==> config.mk <==
export PLATFORM = sky130hd
export DESIGN_NAME = tcs_counter_store
export DESIGN_NICKNAME = d
export VERILOG_FILES = /design/src/hw/rtl/tcs_pkg.sv /design/src/hw/rtl/tcs_counter_store.sv
export SDC_FILE = /design/constraint.sdc
export NUM_CORES = 2
export LEC_CHECK = 0
export BUFFER_PORTS_ARGS = -buffer_cell sky130_fd_sc_hd__buf_2
export CAP_MARGIN = 40
export CORE_MARGIN = 1
export CORE_UTILIZATION = 39
export CTS_CLUSTER_SIZE = 25
export DETAILED_ROUTE_END_ITERATION = 16
export PLACE_DENSITY = 0.6
export SYNTH_ARGS = -nofsm -noshare
export SYNTH_HDL_FRONTEND = slang
export SYNTH_SLANG_ARGS = --single-unit
==> constraint.sdc <==
create_clock -name aclk -period 5.8 [get_ports aclk]
set_input_delay 0 -clock aclk [delete_from_list [all_inputs] [get_ports aclk]]
set_output_delay 0 -clock aclk [all_outputs]
set_load 0.01 [all_outputs]
==> src/hw/rtl/tcs_pkg.sv <==
// ----------------------------------------------------------------------------
// tcs_pkg
// Shared types, codes and the character table for the text character statistics
// block.
// ----------------------------------------------------------------------------
package tcs_pkg;

    typedef enum logic [1:0] {
        FUNC_DATA  = 2'd0,
        FUNC_EOL   = 2'd1,
        FUNC_READ  = 2'd2,
        FUNC_CLEAR = 2'd3
    } tcs_func_t;

    typedef struct packed {
        tcs_func_t   func;
        logic [7:0]  data_byte;
        logic [6:0]  read_index;
    } tcs_in_t;

    typedef struct packed {
        logic [31:0] read_value;
        logic        index_valid;
        logic [4:0]  line_length_now;
    } tcs_out_t;

    // read, write and clear controls of the counter ram
    typedef struct packed {
        logic rd_en;
        logic wr_en;
        logic clr;
    } tcs_mem_ctl_t;

    localparam int NUM_CLASSES  = 5;
    localparam int NUM_CHARS    = 89;
    localparam int FIRST_SYMBOL = 62;

    localparam logic [2:0] CLS_LOWER  = 3'd0;
    localparam logic [2:0] CLS_UPPER  = 3'd1;
    localparam logic [2:0] CLS_DIGIT  = 3'd2;
    localparam logic [2:0] CLS_SYMBOL = 3'd3;
    localparam logic [2:0] CLS_OTHER  = 3'd4;

    localparam logic [7:0] CHAR_TABLE [NUM_CHARS] = '{
        // a-z
        8'h61, 8'h62, 8'h63, 8'h64, 8'h65, 8'h66, 8'h67, 8'h68, 8'h69, 8'h6A,
        8'h6B, 8'h6C, 8'h6D, 8'h6E, 8'h6F, 8'h70, 8'h71, 8'h72, 8'h73, 8'h74,
        8'h75, 8'h76, 8'h77, 8'h78, 8'h79, 8'h7A,
        // A-Z
        8'h41, 8'h42, 8'h43, 8'h44, 8'h45, 8'h46, 8'h47, 8'h48, 8'h49, 8'h4A,
        8'h4B, 8'h4C, 8'h4D, 8'h4E, 8'h4F, 8'h50, 8'h51, 8'h52, 8'h53, 8'h54,
        8'h55, 8'h56, 8'h57, 8'h58, 8'h59, 8'h5A,
        // 1-9 then 0
        8'h31, 8'h32, 8'h33, 8'h34, 8'h35, 8'h36, 8'h37, 8'h38, 8'h39, 8'h30,
        // symbols
        8'h21, 8'h40, 8'h23, 8'h24, 8'h25, 8'h5E, 8'h26, 8'h2A, 8'h28, 8'h29,
        8'h2D, 8'h7B, 8'h7D, 8'h5B, 8'h5D, 8'h3A, 8'h3B, 8'h22, 8'h27, 8'h3C,
        8'h3E, 8'h2E, 8'h2F, 8'h3F, 8'h7E, 8'h60, 8'h20
    };

    typedef struct packed {
        logic       hit;
        logic [6:0] pos;
    } tcs_char_hit_t;

    function automatic tcs_char_hit_t char_lookup(input logic [7:0] b);
        tcs_char_hit_t r;
        r.hit = 1'b0;
        r.pos = '0;
        for (int i = 0; i < NUM_CHARS; i++) begin
            if (CHAR_TABLE[i] == b) begin
                r.hit = 1'b1;
                r.pos = 7'(i);
            end
        end
        return r;
    endfunction

    function automatic logic [2:0] char_class(input logic [7:0] b, input tcs_char_hit_t ch);
        logic [2:0] c;
        if (b >= 8'h61 && b <= 8'h7A) begin
            c = CLS_LOWER;
        end else if (b >= 8'h41 && b <= 8'h5A) begin
            c = CLS_UPPER;
        end else if (b >= 8'h30 && b <= 8'h39) begin
            c = CLS_DIGIT;
        end else if (ch.hit && ch.pos >= 7'(FIRST_SYMBOL)) begin
            c = CLS_SYMBOL;
        end else begin
            c = CLS_OTHER;
        end
        return c;
    endfunction

endpackage

==> src/hw/rtl/tcs_counter_store.sv <==
// ----------------------------------------------------------------------------
// tcs_counter_store
// Counter ram with one read and one write port, per-entry valid bits for
// instant clear, and forwarding of a write that lands on the same edge as a
// read of the same entry.
// ----------------------------------------------------------------------------
module tcs_counter_store #(
    parameter int DEPTH = 120,
    parameter int AW    = 7,
    parameter int CW    = 32
) (
    input  logic                  aclk,
    input  logic                  aresetn,
    input  tcs_pkg::tcs_mem_ctl_t ctl,
    input  logic [AW-1:0]         rd_addr,
    input  logic [AW-1:0]         wr_addr,
    input  logic [CW-1:0]         wr_data,
    output logic [CW-1:0]         rd_value
);

    logic [CW-1:0]    mem [DEPTH];
    logic [CW-1:0]    rd_data_reg;
    logic [DEPTH-1:0] vld_reg;
    logic             rd_vld_reg;
    logic             fwd_hit_reg;
    logic [CW-1:0]    fwd_data_reg;

    always_ff @(posedge aclk) begin
        if (ctl.wr_en) begin
            mem[wr_addr] <= wr_data;
        end
        if (ctl.rd_en) begin
            rd_data_reg  <= mem[rd_addr];
            fwd_data_reg <= wr_data;
        end
    end

    always_ff @(posedge aclk) begin
        if (!aresetn) begin
            vld_reg     <= '0;
            rd_vld_reg  <= 1'b0;
            fwd_hit_reg <= 1'b0;
        end else begin
            if (ctl.clr) begin
                vld_reg <= '0;
            end else if (ctl.wr_en) begin
                vld_reg[wr_addr] <= 1'b1;
            end
            if (ctl.rd_en) begin
                // a clear on the same edge empties the entry being read
                rd_vld_reg  <= vld_reg[rd_addr] && !ctl.clr;
                fwd_hit_reg <= ctl.wr_en && (wr_addr == rd_addr);
            end
        end
    end

    always_comb begin
        if (fwd_hit_reg) begin
            rd_value = fwd_data_reg;
        end else if (rd_vld_reg) begin
            rd_value = rd_data_reg;
        end else begin
            rd_value = '0;
        end
    end

endmodule

==> flow_metrics.py <==
metrics = {
    "min_path": {
        "hold_depth": 2,
        "min_path_type": "input port to register",
        "hold_end": "mem[59][14]",
        "min_from": "wr_data[14]",
    },
    "run": {
        "maxCapViolCount": 0,
    },
    "floorplan": {
        "die_h_um": 628.4,
        "fp-row-count": 229,
        "die_w_um": 628.4,
        "initial_core_util": 0.3927,
        "core-area_sq_um": 389700,
        "die_area_sq_um": 394900,
        "io_pins": 83,
    },
    "place": {
        "hpwl_mm": 272.9,
        "place.gp.congestion": 0.8694,
        "dpl_cell_area_sq_um": 163100,
        "dpl.cell_count": 11930,
        "portBuffers": 82,
    },
    "sta": {
        "drv_slew": 0,
        "post-route-period-util": 0.6405,
        "hold_viol_final": 0,
        "fmax_mhz": 269.2,
        "rsz0062_at_grt": "no",
        "fin_crit_ns": 3.715,
        "setup_viol": 0,
        "slew-limit-headroom": 0.2785,
        "worstMarginPinSlew_ns": 1.072,
        "worst_clock_skew_ns": 0.06606,
        "tns_ns": 0,
    },
    "drt": {
        "ant_nets": 0,
        "wl_per_cell_um": 35.84,
        "vias": 76750,
        "dr.pass1.iters": 8,
        "drc_errors": 0,
        "wl_mm": 457.7,
        "initialDrtViolationCount": 11150,
        "vias_per_cell": 6.010,
    },
    "clock_network": {
        "cts.path.max_buffers": 4,
        "numCtsBuffers": 410,
        "cts_resized": 0,
        "htreeDepth": 5,
        "post-cts-setup-buffer-count": 0,
        "clock-root-buffer": "clkbuf_16",
        "cts_tree": "done",
        "clock-sinks": 4026,
        "hold_buffers": 56,
        "clk_pin_slew_worst_paths_ns": 0.06,
        "clk_latency_ns": 0.99,
    },
    "finish": {
        "finish.net_count": 7263,
        "areaGrowthSynthToFinish_pct": 15.93,
        "drive_gt1_frac": 0.3049,
        "filler_cell_count": 32230,
        "multi_input_area_sq_um": 32330,
        "largest_reg_flops": 3840,
        "postLayoutCellArea_sq_um": 177400,
        "fin_cells": 12770,
        "regArea_sq_um": 119700,
    },
    "logic_synthesis": {
        "synth_xor_area_frac": 0.0004006,
        "synth_top_cell_by_area": "edfxtp_1",
        "ys_seq_elements": 4026,
        "muxShareOfSynthArea": 0.1644,
        "synth_area_leaders": "edfxtp_1, mux4_2, dfxtp_1, o21a_1, a22o_1",
        "synthFlopType": "edfxtp_1",
        "synth_compound_area_frac": 0.02624,
        "syn_inst": 6647,
        "synth_nets": 6698,
        "synth_top_family_by_area": "multiplexers",
        "yosysTopAreaCellShare": 0.7660,
        "yosys.cell_types.count": 54,
        "synth_warnings": 0,
        "synth_edf_count": 3904,
        "syn-cell-area_sq_um": 153000,
        "avgSynthCellArea_sq_um": 23.02,
        "synth_fa_ha_area_frac": 0,
        "ys_seq_area_frac": 0.7820,
        "synthSimpleGateAreaFrac": 0.01371,
        "synthArstFlopShare": 0,
    },
    "power": {
        "vdd_ir_drop_max_uv": 245.4,
        "p_leak_nw": 55.29,
        "power.density_nw_per_um2": 348.5,
        "design_power_total_w": 0.06183,
    },
    "global_route": {
        "grt-ovfl-total": 0,
        "track_usage": 0.2285,
        "grt_max_degree": 90,
        "grt_pass1_wl_mm": 629.0,
        "grt_pass1_vias": 76460,
        "antenna_found_initial": 42,
    },
    "run_status": {
        "status": "finished clean",
    },
    "setup_path": {
        "worst_ep_arrival_time_ns": 4.62,
        "worst-setup-path-type": "input port to register",
        "cp_max_fo": 62,
        "endpoint_kind": "register",
        "rr_startpoint": "vld_reg[28]",
        "cp-start-kind": "input port",
        "reg2regPathDepth": 8,
        "crit_required_ns": 6.71,
        "r2r-end": "rd_vld_reg",
        "rrSetupSlack_ns": 2.55,
    },
}
layout by cell type (no fill, tap or decap), types with 37 or more instances in the layout:
| master | Yosys | layout |
|---|---|---|
| edfxtp_1 | 3904 | 3904 |
| mux4_2 | 1087 | 1087 |
| clkbuf_16 | 0 | 414 |
| buf_4 | 58 | 329 |
| nand2_1 | 181 | 179 |
| dfxtp_1 | 122 | 121 |
| o21a_1 | 120 | 120 |
| nor2_4 | 0 | 116 |
| a22o_1 | 88 | 88 |
| clkinv_1 | 1 | 86 |
| nor2_1 | 202 | 83 |
| clkinv_2 | 0 | 82 |
| clkbuf_1 | 153 | 71 |
| mux2i_1 | 66 | 66 |
| a221oi_1 | 61 | 61 |
| o22ai_1 | 64 | 61 |
| dlygate4sd3_1 | 0 | 56 |
| a21oi_1 | 50 | 50 |
| buf_12 | 0 | 47 |
| a22oi_1 | 45 | 45 |
| buf_2 | 92 | 45 |
| o21ai_0 | 45 | 44 |
| bufinv_16 | 0 | 41 |
| nand3_1 | 39 | 37 |
stage by stage:
step	hold WS, ns	setup WS [ns]	utilization
floorplan	0.09887	1.435	-
global placement	0.4045	0.9602	0.4154
detailed placement	0.4131	1.515	0.4186
CTS	0.02242	2.339	0.4546
global route	0.08306	2.168	0.4552
finish	0.08952	2.085	0.4553
where the power goes:
part / leakage (nW) / internal (W) / switching [W]
combinational: 12.6 / 0.00111 / 0.00207
sequential: 36.1 / 0.0320 / 0.0000769
clock: 6.57 / 0.0152 / 0.0113
total: 55.3 / 0.0483 / 0.0135
cells by family (layout without fill, tap and decap cells):
group / after synthesis / after routing
DFF: 4026 / 4026
muxes: 1155 / 1155
AOI/OAI and AO/OA: 554 / 554
and+or+nand+nor: 496 / 496
buffers and inverters: 409 / 1321
xor gates and xnor gates: 7 / 7
other: 0 / 15
routing by layer:
layer  global-route usage  routed length [um]  vias up
met1               0.3126              176000    41920
met4              0.09719               22070       16
met3              0.03684               42170      845
met5                    0                 109        -
li1                     -                   -    29570
met2               0.3650              217300     4394
final cells by class:
class,count,share of cell area
well taps,5197,0.03665
diodes,15,0.0002116
clock buffers,502,0.06121
clock inverters,257,0.01475
inverters,40,0.0009168
flip-flops and latches,4026,0.6745
repair buffers,522,0.02952
multi-input cells,2212,0.1822
worst max-delay path, stage by stage:
cell,delay (ns)
buf_8,0.50
buf_4,0.60
buf_4,0.44
mux4_2,0.28
o22ai_1,0.08
nor4_1,0.92
a31o_2,0.22
a31oi_1,0.07
dlygate4sd3_1,0.58
o41ai_1,0.07
dlygate4sd3_1,0.60
synth_stat cells, types with 8 or more instances:
master / n
edfxtp_1: 3904
mux4_2: 1087
nor2_1: 202
nand2_1: 181
clkbuf_1: 153
dfxtp_1: 122
o21a_1: 120
buf_2: 92
a22o_1: 88
mux2i_1: 66
o22ai_1: 64
a221oi_1: 61
buf_4: 58
a21oi_1: 50
a22oi_1: 45
buf_1: 45
o21ai_0: 45
nand3_1: 39
inv_1: 38
a31oi_1: 28
nor2b_1: 28
buf_6: 21
o21ai_1: 10
o211ai_1: 9
nand4_1: 8
nor3_1: 8
worst max-delay path by stage:
| stage | from | to | slack, ns | cells after the start |
|---|---|---|---|---|
| 5_1_grt | rd_addr[2] | rd_vld_reg | 2.17 | 12 |
| 3_5_place_dp | rd_addr[0] | rd_data_reg[13] | 1.51 | 10 |
| 2_1_floorplan | wr_addr[3] | mem[72][0] | 1.44 | 4 |
| 3_3_place_gp | rd_addr[0] | rd_data_reg[13] | 0.96 | 9 |
| 4_1_cts | rd_addr[2] | rd_vld_reg | 2.34 | 12 |
| 6_report | rd_addr[1] | rd_vld_reg | 2.08 | 11 |
Note: power is estimated with default switching activity, not from simulation.
